===== src/hdl/ctg_pkg.sv =====
// Shared constants, types and codes for the circle versus tile grid collision block.
`default_nettype none

package ctg_pkg;

  // Geometry and storage
  localparam int CELL_SIZE  = 64;
  localparam int MAX_TILES  = 4096;
  localparam int FRAC_BITS  = 8;
  localparam int CELL_SHIFT = $clog2(CELL_SIZE) + FRAC_BITS;
  localparam int ADDR_W     = $clog2(MAX_TILES);

  // Field widths
  localparam int POS_W    = 24;
  localparam int RAD_W    = 8;
  localparam int MAP_W    = 7;
  localparam int IDX_IN_W = 12;

  // Internal widths
  localparam int TIDX_W   = 2 * MAP_W;
  localparam int SUM_W    = POS_W + 2;
  localparam int TCOORD_W = SUM_W - CELL_SHIFT;
  localparam int DX_W     = RAD_W + FRAC_BITS + 1;
  localparam int SQ_W     = 2 * (RAD_W + FRAC_BITS);

  // Item queues between the parts and towards the result side
  localparam int QDEPTH = 2;
  localparam int QPTR_W = $clog2(QDEPTH);

  // Operation codes
  localparam logic OP_WRITE = 1'b0;
  localparam logic OP_QUERY = 1'b1;

  // Register indexes
  localparam logic [1:0] REG_RADIUS     = 2'd0;
  localparam logic [1:0] REG_MAP_WIDTH  = 2'd1;
  localparam logic [1:0] REG_MAP_HEIGHT = 2'd2;

  // Reset values of the registers
  localparam logic [RAD_W-1:0] RADIUS_RESET = 8'd16;
  localparam logic [MAP_W-1:0] MAP_RESET    = 7'd64;

  typedef enum logic [1:0] {
    ST_CLEAR,
    ST_IDLE,
    ST_WALK,
    ST_DRAIN
  } back_state_t;

  // Classified item as held between the front and the back
  typedef struct packed {
    logic                       is_query;
    logic                       wall;
    logic [IDX_IN_W-1:0]        tile_index;
    logic                       blocked;
    logic signed [POS_W-1:0]    pos_x;
    logic signed [POS_W-1:0]    pos_y;
    logic [MAP_W-1:0]           x0;
    logic [MAP_W-1:0]           x1;
    logic [MAP_W-1:0]           y0;
    logic [MAP_W-1:0]           y1;
  } item_t;

endpackage

`default_nettype wire


===== src/hdl/ctg_front.sv =====
// Front part: accepts items, forms the tile range of queries and queues them.
`default_nettype none

module ctg_front (
  input  wire logic                          clk,
  input  wire logic                          rst,
  input  wire logic                          push,
  output logic                               full,
  input  wire logic                          operation,
  input  wire logic [ctg_pkg::IDX_IN_W-1:0]  tile_index,
  input  wire logic                          tile_is_wall,
  input  wire logic signed [ctg_pkg::POS_W-1:0] pos_x,
  input  wire logic signed [ctg_pkg::POS_W-1:0] pos_y,
  input  wire logic [ctg_pkg::RAD_W-1:0]     radius,
  input  wire logic [ctg_pkg::MAP_W-1:0]     map_width,
  input  wire logic [ctg_pkg::MAP_W-1:0]     map_height,
  input  wire logic                          clearing,
  output ctg_pkg::item_t                     item,
  output logic                               item_valid,
  input  wire logic                          item_pop
);

  ctg_pkg::item_t                   q [ctg_pkg::QDEPTH];
  logic [ctg_pkg::QPTR_W-1:0]       wr_ptr;
  logic [ctg_pkg::QPTR_W-1:0]       rd_ptr;
  logic [ctg_pkg::QPTR_W:0]         count;
  logic                             accept;
  ctg_pkg::item_t                   new_item;

  logic signed [ctg_pkg::SUM_W-1:0] px;
  logic signed [ctg_pkg::SUM_W-1:0] py;
  logic signed [ctg_pkg::SUM_W-1:0] roff;
  logic signed [ctg_pkg::SUM_W-1:0] xs_sh;
  logic signed [ctg_pkg::SUM_W-1:0] xe_sh;
  logic signed [ctg_pkg::SUM_W-1:0] ys_sh;
  logic signed [ctg_pkg::SUM_W-1:0] ye_sh;
  logic [ctg_pkg::TCOORD_W-1:0]     x0_t;
  logic [ctg_pkg::TCOORD_W-1:0]     x1_t;
  logic [ctg_pkg::TCOORD_W-1:0]     y0_t;
  logic [ctg_pkg::TCOORD_W-1:0]     y1_t;

  // Hold off new items while the queue is full or the map is being cleared
  assign full   = (count == (ctg_pkg::QPTR_W+1)'(ctg_pkg::QDEPTH)) | clearing;
  assign accept = push & ~full;

  // Floor the circle extent by the cell size to get the tile range
  always_comb begin
    px    = ctg_pkg::SUM_W'(pos_x);
    py    = ctg_pkg::SUM_W'(pos_y);
    roff  = ctg_pkg::SUM_W'({radius, {ctg_pkg::FRAC_BITS{1'b0}}});
    xs_sh = (px - roff) >>> ctg_pkg::CELL_SHIFT;
    xe_sh = (px + roff) >>> ctg_pkg::CELL_SHIFT;
    ys_sh = (py - roff) >>> ctg_pkg::CELL_SHIFT;
    ye_sh = (py + roff) >>> ctg_pkg::CELL_SHIFT;
    x0_t  = xs_sh[ctg_pkg::TCOORD_W-1:0];
    x1_t  = xe_sh[ctg_pkg::TCOORD_W-1:0];
    y0_t  = ys_sh[ctg_pkg::TCOORD_W-1:0];
    y1_t  = ye_sh[ctg_pkg::TCOORD_W-1:0];
  end

  // Classify the item; a negative far edge reads as huge and blocks too
  always_comb begin
    new_item            = '0;
    new_item.is_query   = (operation == ctg_pkg::OP_QUERY);
    new_item.wall       = tile_is_wall;
    new_item.tile_index = tile_index;
    new_item.pos_x      = pos_x;
    new_item.pos_y      = pos_y;
    new_item.blocked    = x0_t[ctg_pkg::TCOORD_W-1] | y0_t[ctg_pkg::TCOORD_W-1]
                        | (x1_t >= ctg_pkg::TCOORD_W'(map_width))
                        | (y1_t >= ctg_pkg::TCOORD_W'(map_height));
    new_item.x0         = x0_t[ctg_pkg::MAP_W-1:0];
    new_item.x1         = x1_t[ctg_pkg::MAP_W-1:0];
    new_item.y0         = y0_t[ctg_pkg::MAP_W-1:0];
    new_item.y1         = y1_t[ctg_pkg::MAP_W-1:0];
  end

  assign item_valid = (count != '0);
  assign item       = q[rd_ptr];

  // Store the item
  always_ff @(posedge clk) begin
    if (accept) begin
      q[wr_ptr] <= new_item;
    end
  end

  // Advance the queue pointers
  always_ff @(posedge clk) begin
    if (rst) begin
      wr_ptr <= '0;
      rd_ptr <= '0;
      count  <= '0;
    end else begin
      if (accept) begin
        wr_ptr <= (wr_ptr == ctg_pkg::QPTR_W'(ctg_pkg::QDEPTH - 1)) ? '0 : wr_ptr + 1'b1;
      end
      if (item_pop) begin
        rd_ptr <= (rd_ptr == ctg_pkg::QPTR_W'(ctg_pkg::QDEPTH - 1)) ? '0 : rd_ptr + 1'b1;
      end
      case ({accept, item_pop})
        2'b10:   count <= count + 1'b1;
        2'b01:   count <= count - 1'b1;
        default: count <= count;
      endcase
    end
  end

endmodule

`default_nettype wire


===== config.mk =====
export PLATFORM = sky130hd
export DESIGN_NAME = ctg_front
export DESIGN_NICKNAME = d
export VERILOG_FILES = /design/src/hdl/ctg_pkg.sv /design/src/hdl/ctg_front.sv
export SDC_FILE = /design/constraint.sdc
export NUM_CORES = 1
export LEC_CHECK = 0
export BUFFER_PORTS_ARGS = -buffer_cell sky130_fd_sc_hd__buf_2
export CAP_MARGIN = 20
export CORE_ASPECT_RATIO = 1.25
export CORE_MARGIN = 2
export CORE_UTILIZATION = 45
export CTS_BUF_LIST = sky130_fd_sc_hd__clkbuf_4
export CTS_CLUSTER_SIZE = 12
export DETAILED_ROUTE_END_ITERATION = 10
export PLACE_DENSITY = 0.78
export RECOVER_POWER = 25
export SLEW_MARGIN = 20
export SYNTH_ARGS = -nofsm -noshare
export SYNTH_HDL_FRONTEND = slang
export SYNTH_SLANG_ARGS = --single-unit

===== constraint.sdc =====
create_clock -name clk -period 5.3 [get_ports clk]
set_clock_uncertainty 0.1 [all_clocks]
set_input_delay 0.53 -clock clk [delete_from_list [all_inputs] [get_ports clk]]
set_output_delay 0.53 -clock clk [all_outputs]
set_load 0.02 [all_outputs]

; Yosys cells after proc, flatten, opt, wreduce, memory -nomap -nowiden
; Memory sizes are Yosys's and may differ from the RTL's. A register that Yosys moved wholly into a read port is not among the register bits.
; Index checks and enable logic that the tools add are counted.
; Widths: inputs -> output; s select.
[totals]
out_inout_bits = 93
n_memories = 1
mem_bits_ro = 0
latch_bits = 0
register_bits = 4
input_bits = 89
mem_bits_rw = 182
[mem_list]
columns = name, words, word_bits, rd, rd_clocked_by_memory_dff, write_ports, line_no
row1 = q, 2, 91, 1, 1, 1, ctg_front.sv:23  ; ctg_pkg::item_t q [ctg_pkg::QDEPTH];
[op_classes]
eq_ne = 3
n_shift = 0
addsub = 8
div_mod_pow = 0
magnitude_cmp = 2
bitwise = 6
multipliers = 0
reduce_logical = 2
muxes = 7
[op_table]
columns = operator, n
row1 = $add 24x17->25, 2
row2 = $sub 24x17->25, 2
row3 = $ge 12x7->1, 2
row4 = $mux 1, 6
row5 = $eq 2x2->1 const B, 2
row6 = $or 1x1->1, 4
row7 = $pmux 2 s2, 1
row8 = $reduce_bool 2->1, 2
row9 = $add 1x1->1 const B, 2
row10 = $add 2x1->2 const B, 1
row11 = $eq 2x1->1 const B, 1
row12 = $sub 2x1->2 const B, 1
row13 = $and 1x1->1, 1
row14 = $not 1->1, 1

; Logic depth before layout (Yosys ltp)
; Gate-level depths: netlist of run 1.
[logic_depth]
word_depth = 6
mapped_depth = 15
ltp_nobuf = 15

; Worst setup path after synthesis of run 1
; OpenSTA, ideal clock, no wires.
[synth_path]
path_type = input to register
startpoint = input clearing
endpoint = memory q[0][0] in the netlist's numbering (enable)
n_path_buf = 0
slack_ns = 0.038
required_time_ns = 4.659
arrival_ns = 4.621
cell_stages = 3
setup_ns = 0.541
path_cell_list = a21oi_1 > nand2_1 > nor2_1
[synth_via]
elab_chain_cells = 5
[synth_rtl]
columns = item, line_no
row1 = from (decl), ctg_front.sv:17  ; input wire logic clearing,
row2 = $or 1x1->1, ctg_front.sv:43  ; assign full = (count == (ctg_pkg::QPTR_W+1)'(ctg_pkg::QDEPTH)) | clearing;
row3 = $not 1->1, ctg_front.sv:44  ; assign accept = push & ~full;
row4 = $and 1x1->1, ctg_front.sv:44
row5 = $mux 1, ctg_front.sv:83  ; if (accept) begin
row6 = $mux 1 (not written as such), ctg_front.sv:84  ; q[wr_ptr] <= new_item;
row7 = to (decl), ctg_front.sv:23
; Every way passes these cells.

==> impl_metrics.xml, run 1 <==
<?xml version="1.0" encoding="UTF-8"?>
<metrics>
  <group name="cts">
    <metric name="worst_path_clk_slew" unit="ns">0.15</metric>
    <metric name="tritoncts" unit="">yes</metric>
    <metric name="tritoncts_num_sinks" unit="">187</metric>
    <metric name="root_buffer" unit="">sky130_fd_sc_hd__clkbuf_4</metric>
    <metric name="post-cts-setup-buffers" unit="">0</metric>
    <metric name="maximum_root_to_sink_buffer_count" unit="">2</metric>
    <metric name="clock_insertion_delay_worst_skew" unit="ns">0.55</metric>
    <metric name="cts_inserted_buffers" unit="">17</metric>
    <metric name="cts_htree_levels" unit="">4</metric>
  </group>
  <group name="setup_path">
    <metric name="critPathBufInv" unit="">2</metric>
    <metric name="timing.critical_path.slowest_stage_cell" unit="">sky130_fd_sc_hd__a2111oi_2</metric>
    <metric name="cp.required" unit="ns">5.50</metric>
    <metric name="timing.critical_path.arrival" unit="ns">4.02</metric>
    <metric name="critPathMaxStageDelay" unit="ns">0.50</metric>
    <metric name="critPathTopFamily" unit="">compound AO/OA/AOI/OAI gates</metric>
    <metric name="critPathLaunchType" unit="">primary input</metric>
    <metric name="path_class" unit="">primary input to flop</metric>
    <metric name="crit_fanout" unit="">4</metric>
    <metric name="crit_path_cell_trace" unit="">buf_2 -&gt; inv_1 -&gt; ha_1 -&gt; nor2_1 -&gt; a311o_1 -&gt; a2111oi_2 -&gt; o41a_2 -&gt; or2_1 -&gt; xnor2_1 -&gt; ha_1 -&gt; nor4_1 -&gt; o21ai_0 -&gt; a221oi_1 -&gt; o21ai_0 -&gt; nor4b_1 -&gt; o311ai_2</metric>
    <metric name="critPathCaptureType" unit="">flop</metric>
  </group>
  <group name="yosys">
    <metric name="count_of_flip_flops_with_a_built_in_enable_after_synthesis" unit="">182</metric>
    <metric name="syn_area_per_cell" unit="um2">16.1</metric>
    <metric name="dominantRegCellSynth" unit="">sky130_fd_sc_hd__edfxtp_1</metric>
    <metric name="synth_cells" unit="">516</metric>
    <metric name="synth-warning-count" unit="">0</metric>
    <metric name="mappedNetlistArea" unit="um2">8310</metric>
    <metric name="yosys.area.top_type" unit="">sky130_fd_sc_hd__edfxtp_1</metric>
    <metric name="synth_top_area_share" unit="%">65.8</metric>
    <metric name="ys_top_cells_by_area" unit="">sky130_fd_sc_hd__edfxtp_1 (66%), sky130_fd_sc_hd__mux2_2 (12%), sky130_fd_sc_hd__ha_1 (6.5%)</metric>
    <metric name="synth-seq-cells" unit="">187</metric>
    <metric name="seq_area_frac_synth" unit="%">67.0</metric>
    <metric name="synth-async-reset-ratio" unit="%">0</metric>
    <metric name="mappedNetlistNets" unit="">648</metric>
    <metric name="synth_cell_types" unit="">49</metric>
  </group>
  <group name="drt">
    <metric name="route.vias.total" unit="">5069</metric>
    <metric name="postRouteWirelength" unit="mm">17.1</metric>
    <metric name="postRouteAntennaNets" unit="">0</metric>
    <metric name="max_layer_used" unit="">met4</metric>
    <metric name="drt-pass1-iter-count" unit="">4</metric>
    <metric name="drt_drc_violations_left" unit="">0</metric>
    <metric name="wirelength_met1" unit="mm">6.67</metric>
    <metric name="drt-vias-per-instance" unit="">5.17</metric>
    <metric name="routed-wl-met3" unit="um">722</metric>
    <metric name="detail_route.wl_per_cell" unit="um">17.4</metric>
    <metric name="initial_drt_markers" unit="">302</metric>
    <metric name="dr_wl_met2" unit="mm">9.35</metric>
  </group>
  <group name="timing">
    <metric name="finalCritPeriodShare" unit="%">72.1</metric>
    <metric name="fmaxAchievable" unit="MHz">262</metric>
    <metric name="slew-limit-headroom" unit="%">43.1</metric>
    <metric name="period_needed" unit="ns">3.82</metric>
    <metric name="final-max-slew-violation-count" unit="">0</metric>
    <metric name="setup_tns" unit="ns">0</metric>
    <metric name="setup_viol_count_final" unit="">0</metric>
    <metric name="rsz0062_at_grt" unit="">no</metric>
    <metric name="tightest_slew" unit="ns">0.853</metric>
    <metric name="report.final.hold_viol_count" unit="">0</metric>
  </group>
  <group name="power_and_ir_drop">
    <metric name="irDropWorstVdd" unit="mV">0.136</metric>
    <metric name="power-per-cell-area" unit="nW/um2">314</metric>
    <metric name="p_leak" unit="nW">3.81</metric>
  </group>
  <group name="die">
    <metric name="core.rowCount" unit="">55</metric>
    <metric name="core" unit="um2">18100</metric>
    <metric name="starting_density" unit="%">45.9</metric>
    <metric name="die-height" unit="um">156</metric>
    <metric name="num_io_pins" unit="">182</metric>
    <metric name="dieWidth" unit="um">126</metric>
    <metric name="dieArea" unit="um2">19600</metric>
  </group>
  <group name="hold_path">
    <metric name="hold_path.class" unit="">primary input to flop</metric>
  </group>
  <group name="global_routing">
    <metric name="grt_first_pass_wirelength" unit="mm">26.6</metric>
    <metric name="first_global_vias" unit="">5374</metric>
    <metric name="grt_start_max_net_pins" unit="">61</metric>
    <metric name="grt_overflow" unit="">0</metric>
    <metric name="grt_use_total" unit="%">17.6</metric>
    <metric name="grt_antenna_before_repair" unit="">1</metric>
  </group>
  <group name="layout">
    <metric name="mostFrequentLayoutCells" unit="">sky130_fd_sc_hd__edfxtp_1 (182), sky130_fd_sc_hd__buf_2 (133), sky130_fd_sc_hd__mux2_2 (91), sky130_fd_sc_hd__clkbuf_1 (46), sky130_fd_sc_hd__ha_1 (43)</metric>
    <metric name="layout_commonest_cell" unit="">sky130_fd_sc_hd__edfxtp_1</metric>
    <metric name="drive_gt1_share" unit="%">36.2</metric>
    <metric name="stdcell_area" unit="um2">10100</metric>
    <metric name="final_net_count" unit="">870</metric>
    <metric name="final.fill_count" unit="">1490</metric>
    <metric name="fin_cells" unit="">980</metric>
    <metric name="area_growth_syn_to_layout" unit="%">21.4</metric>
  </group>
  <group name="status">
    <metric name="run_status" unit="">finished clean</metric>
  </group>
  <group name="placed_design">
    <metric name="placedCellCount" unit="">916</metric>
    <metric name="number_of_buffer_cells_added_on_primary_ports" unit="">181</metric>
    <metric name="finalWeightedCongestion" unit="">0.858</metric>
    <metric name="hpwl" unit="mm">11.7</metric>
    <metric name="placed_area" unit="um2">9510</metric>
  </group>
  <group name="run">
    <metric name="max_cap_violations" unit="">0</metric>
  </group>
</metrics>
[stage by stage]
stage	hold slack [ns]	power (mW)	worst slack, ns	utilization, %
floorplan	0.361	2.15	0.0378	-
global placement	0.378	2.33	1.06	52.5
detailed placement	0.390	2.35	0.939	52.5
CTS	0.00599	3.20	1.58	56.0
global route	0.0148	3.30	1.27	55.8
finish	0.0768	3.17	1.48	55.8
[report_power, final]
part	switching (mW)	internal, mW
combinational	0.338	0.238
sequential	0.0309	1.72
clock	0.494	0.345
total	0.863	2.30
[final timing paths]
path | start | endpoint | slack (ns) | cells after the start
max | radius[2] | q[0][76] | 1.48 | 16
min | rst | count[1] | 0.08 | 2
max reg2reg | count[0] | q[1][63] | 2.78 | 4
min reg2reg | count[1] | count[1] | 0.41 | 2
[cells in the mapped netlist (4+ instances only)]
cell,count
sky130_fd_sc_hd__ha_1,43
sky130_fd_sc_hd__xor2_1,9
sky130_fd_sc_hd__a21o_1,7
sky130_fd_sc_hd__mux2_2,91
sky130_fd_sc_hd__edfxtp_1,182
sky130_fd_sc_hd__nor2_1,18
sky130_fd_sc_hd__a21oi_1,14
sky130_fd_sc_hd__nand3_1,4
sky130_fd_sc_hd__nor3_1,6
sky130_fd_sc_hd__o21ai_0,6
sky130_fd_sc_hd__nor3b_1,4
sky130_fd_sc_hd__nand2_1,15
sky130_fd_sc_hd__xnor2_1,19
sky130_fd_sc_hd__nand2b_1,7
sky130_fd_sc_hd__clkbuf_1,12
sky130_fd_sc_hd__inv_1,28
sky130_fd_sc_hd__dfxtp_1,5
sky130_fd_sc_hd__nor2b_1,5
[kinds of logic after synthesis]
group                    after synthesis  share of synthesized area (%)
AND/OR/NAND/NOR                       78                           4.97
flip-flops                           187                           67.0
XOR/XNOR                              28                           2.95
AO/OA/AOI/OAI                         49                           4.52
multiplexers                          91                           12.3
buffers and inverters                 40                           1.81
adder cells (fa/ha/maj)               43                           6.47
[layout make-up]
type / instances / area (um2) / share of cell area [%]
sequential: 187 / 5570 / 55.2
multi-input combinational: 289 / 2610 / 25.8
timing repair buffer: 215 / 1200 / 11.9
tap: 228 / 285 / 2.83
clock inverter: 14 / 184 / 1.82
clock buffer: 18 / 135 / 1.34
inverter: 28 / 105 / 1.04
antenna: 1 / 2.50 / 0.0248
[sequential cells by signal, indices dropped and copies added (netlist names), named ones only]
signal	count
rd_ptr	1
count	2
wr_ptr	1
q	182
[metal layers]
metal / vias to the layer above / track usage, %
met5: - / 0
met4: 0 / 7.04
met3: 21 / 3.67
met2: 137 / 32.9
met1: 2516 / 19.3
li1: 2395 / -
[worst register-to-register path, delay by kind of cell, from the launching register on]
kind	cells	cell delay, ns
AND/OR/NAND/NOR	1	0.77
buffers and inverters	2	0.63
flip-flops	1	0.43
AO/OA/AOI/OAI	1	0.23
[what timing repair did]
| item | 4_1_cts | 5_1_grt |
|---|---|---|
| endpoints found under the setup margin | 0 | 0 |
| resized for setup | 0 | 0 |
| hold buffers | 30 | 0 |
| hold endpoints to repair | 60 | 0 |
Note: power is estimated with default switching activity, not from simulation.
==> inputs of run 2 (changes only) <==
- clock period: 5.3 -> 3.36 ns (I/O delays scaled with it)
==> impl_metrics.xml, run 2 (same netlist as run 1, synthesis figures left out) <==
<?xml version="1.0" encoding="UTF-8"?>
<metrics>
  <group name="status">
    <metric name="run_status" unit="">finished clean</metric>
  </group>
  <group name="drt">
    <metric name="postRouteWirelength" unit="mm">18.3</metric>
    <metric name="drt-pass1-iter-count" unit="">5</metric>
    <metric name="postRouteAntennaNets" unit="">0</metric>
    <metric name="initial_drt_markers" unit="">319</metric>
    <metric name="drt_drc_violations_left" unit="">0</metric>
    <metric name="drt-vias-per-instance" unit="">5.05</metric>
    <metric name="route.vias.total" unit="">5375</metric>
    <metric name="detail_route.wl_per_cell" unit="um">17.2</metric>
  </group>
  <group name="setup_path">
    <metric name="critPathTopFamily" unit="">compound AO/OA/AOI/OAI gates</metric>
    <metric name="critPathMaxStageDelay" unit="ns">0.56</metric>
    <metric name="timing.critical_path.arrival" unit="ns">3.52</metric>
    <metric name="cp.required" unit="ns">3.57</metric>
    <metric name="critPathLaunchType" unit="">primary input</metric>
    <metric name="path_class" unit="">primary input to flop</metric>
    <metric name="critPathBufInv" unit="">3</metric>
    <metric name="crit_path_cell_trace" unit="">buf_2 -&gt; dlygate4sd3_1 -&gt; clkbuf_1 -&gt; ha_1 -&gt; a2111oi_4 -&gt; o21ba_1 -&gt; xor2_2 -&gt; ha_1 -&gt; a21o_1 -&gt; a21o_1 -&gt; a21oi_2 -&gt; o21ai_1 -&gt; nor4b_2 -&gt; o311ai_2</metric>
    <metric name="crit_fanout" unit="">3</metric>
    <metric name="critPathCaptureType" unit="">flop</metric>
    <metric name="timing.critical_path.slowest_stage_cell" unit="">sky130_fd_sc_hd__dlygate4sd3_1</metric>
  </group>
  <group name="cts">
    <metric name="cts_inserted_buffers" unit="">17</metric>
    <metric name="clock_insertion_delay_worst_skew" unit="ns">0.55</metric>
    <metric name="tritoncts" unit="">yes</metric>
    <metric name="cts_htree_levels" unit="">4</metric>
    <metric name="tritoncts_num_sinks" unit="">187</metric>
    <metric name="maximum_root_to_sink_buffer_count" unit="">2</metric>
    <metric name="root_buffer" unit="">sky130_fd_sc_hd__clkbuf_4</metric>
    <metric name="worst_path_clk_slew" unit="ns">0.16</metric>
  </group>
  <group name="timing">
    <metric name="whs" unit="ns">0.175</metric>
    <metric name="period_needed" unit="ns">3.31</metric>
    <metric name="finalCritPeriodShare" unit="%">98.4</metric>
    <metric name="setup_viol_count_final" unit="">0</metric>
    <metric name="tightest_slew" unit="ns">0.580</metric>
    <metric name="timing.final.ws_setup" unit="ns">0.0533</metric>
    <metric name="slew-limit-headroom" unit="%">61.0</metric>
    <metric name="final-max-slew-violation-count" unit="">0</metric>
    <metric name="fmaxAchievable" unit="MHz">302</metric>
    <metric name="report.final.hold_viol_count" unit="">0</metric>
  </group>
  <group name="layout">
    <metric name="final-seq-area" unit="um2">5570</metric>
    <metric name="biggestRegsByFlops" unit="">q x182, count x2</metric>
    <metric name="multi_input_area" unit="um2">2740</metric>
    <metric name="mostFrequentLayoutCells" unit="">sky130_fd_sc_hd__edfxtp_1 (182), sky130_fd_sc_hd__buf_2 (141), sky130_fd_sc_hd__mux2_2 (91), sky130_fd_sc_hd__dlygate4sd3_1 (65), sky130_fd_sc_hd__clkbuf_1 (45)</metric>
    <metric name="top_register" unit="">q</metric>
    <metric name="final_net_count" unit="">953</metric>
    <metric name="max_reg_flops" unit="">182</metric>
    <metric name="final.fill_count" unit="">1378</metric>
    <metric name="drive_gt1_share" unit="%">40.4</metric>
    <metric name="area_growth_syn_to_layout" unit="%">31.5</metric>
    <metric name="layout_commonest_cell" unit="">sky130_fd_sc_hd__edfxtp_1</metric>
  </group>
  <group name="power_and_ir_drop">
    <metric name="power-per-cell-area" unit="nW/um2">468</metric>
    <metric name="p_leak" unit="nW">4.24</metric>
    <metric name="irDropWorstVdd" unit="mV">0.218</metric>
  </group>
  <group name="die">
    <metric name="core" unit="um2">18100</metric>
    <metric name="core.rowCount" unit="">55</metric>
    <metric name="dieArea" unit="um2">19600</metric>
    <metric name="starting_density" unit="%">45.9</metric>
    <metric name="dieWidth" unit="um">126</metric>
    <metric name="die-height" unit="um">156</metric>
    <metric name="num_io_pins" unit="">182</metric>
  </group>
  <group name="placed_design">
    <metric name="finalWeightedCongestion" unit="">0.817</metric>
    <metric name="hpwl" unit="mm">12.3</metric>
    <metric name="dp_slack" unit="ns">-0.529</metric>
    <metric name="number_of_buffer_cells_added_on_primary_ports" unit="">181</metric>
  </group>
  <group name="global_routing">
    <metric name="grt_overflow" unit="">0</metric>
    <metric name="grt_antenna_before_repair" unit="">2</metric>
    <metric name="grt_start_max_net_pins" unit="">92</metric>
    <metric name="grt_use_total" unit="%">18.8</metric>
    <metric name="first_global_vias" unit="">5876</metric>
    <metric name="grt_first_pass_wirelength" unit="mm">28.5</metric>
  </group>
  <group name="run">
    <metric name="max_cap_violations" unit="">0</metric>
  </group>
  <group name="hold_path">
    <metric name="hold_path.class" unit="">primary input to flop</metric>
  </group>
</metrics>
-- run 2: metrics by stage --
stage / TNS [ns] / utilization [%] / power, mW / cells / instance area [um2]
floorplan: 0 / - / 3.40 / 516 / 8380
CTS: 0 / 60.3 / 5.17 / 1061 / 10900
global placement: -0.822 / 54.9 / 3.75 / 964 / 9940
finish: 0 / 60.4 / 5.12 / 1064 / 10900
detailed placement: -1.06 / 54.9 / 3.79 / 964 / 9940
global route: -0.0359 / 60.4 / 5.34 / 1064 / 10900
-- run 2: worst register-to-register path, cell delays in order, from the launching register on --
cell and delay, ns:
sky130_fd_sc_hd__dfxtp_1 0.43, sky130_fd_sc_hd__inv_1 0.06, sky130_fd_sc_hd__a21oi_1 0.25, sky130_fd_sc_hd__and3_4 0.60, sky130_fd_sc_hd__buf_4 0.46
-- run 2: layout make-up --
type / count / area share [%]
Inverter: 28 / 0.962
Sequential cell: 187 / 51.0
Multi-Input combinational cell: 289 / 25.1
Tap cell: 228 / 2.61
Timing Repair Buffer: 298 / 17.4
Clock inverter: 15 / 1.75
Clock buffer: 17 / 1.17
Antenna cell: 2 / 0.0458
-- run 2: final timing paths --
path	startpoint	end	slack [ns]	cells after the start
max reg2reg	count[0]	q[1][39]	1.11	4
min	push	wr_ptr	0.17	4
min reg2reg	count[1]	count[1]	0.42	2
max	pos_x[13]	q[0][76]	0.05	14
-- run 2: what timing repair did --
item,in CTS,in global routing
gates resized for setup,0,12
endpoints found under the hold margin,129,0
buffers inserted,0,1
hold buffers,65,0
setup endpoints to repair,0,2
-- run 2: metal layers --
layer	up-vias	track usage, %	routed length (um)
met3	27	3.94	612
li1	2573	-	-
met1	2643	20.6	7120
met2	132	35.3	10100
met4	0	7.67	440
met5	-	0	0
-- run 2: power by group --
part / leakage, nW / switching, mW / internal [mW] / total [mW]
Combinational: 2.36 / 0.567 / 0.467 / 1.03
Sequential: 1.71 / 0.0505 / 2.71 / 2.76
Clock: 0.164 / 0.788 / 0.533 / 1.32
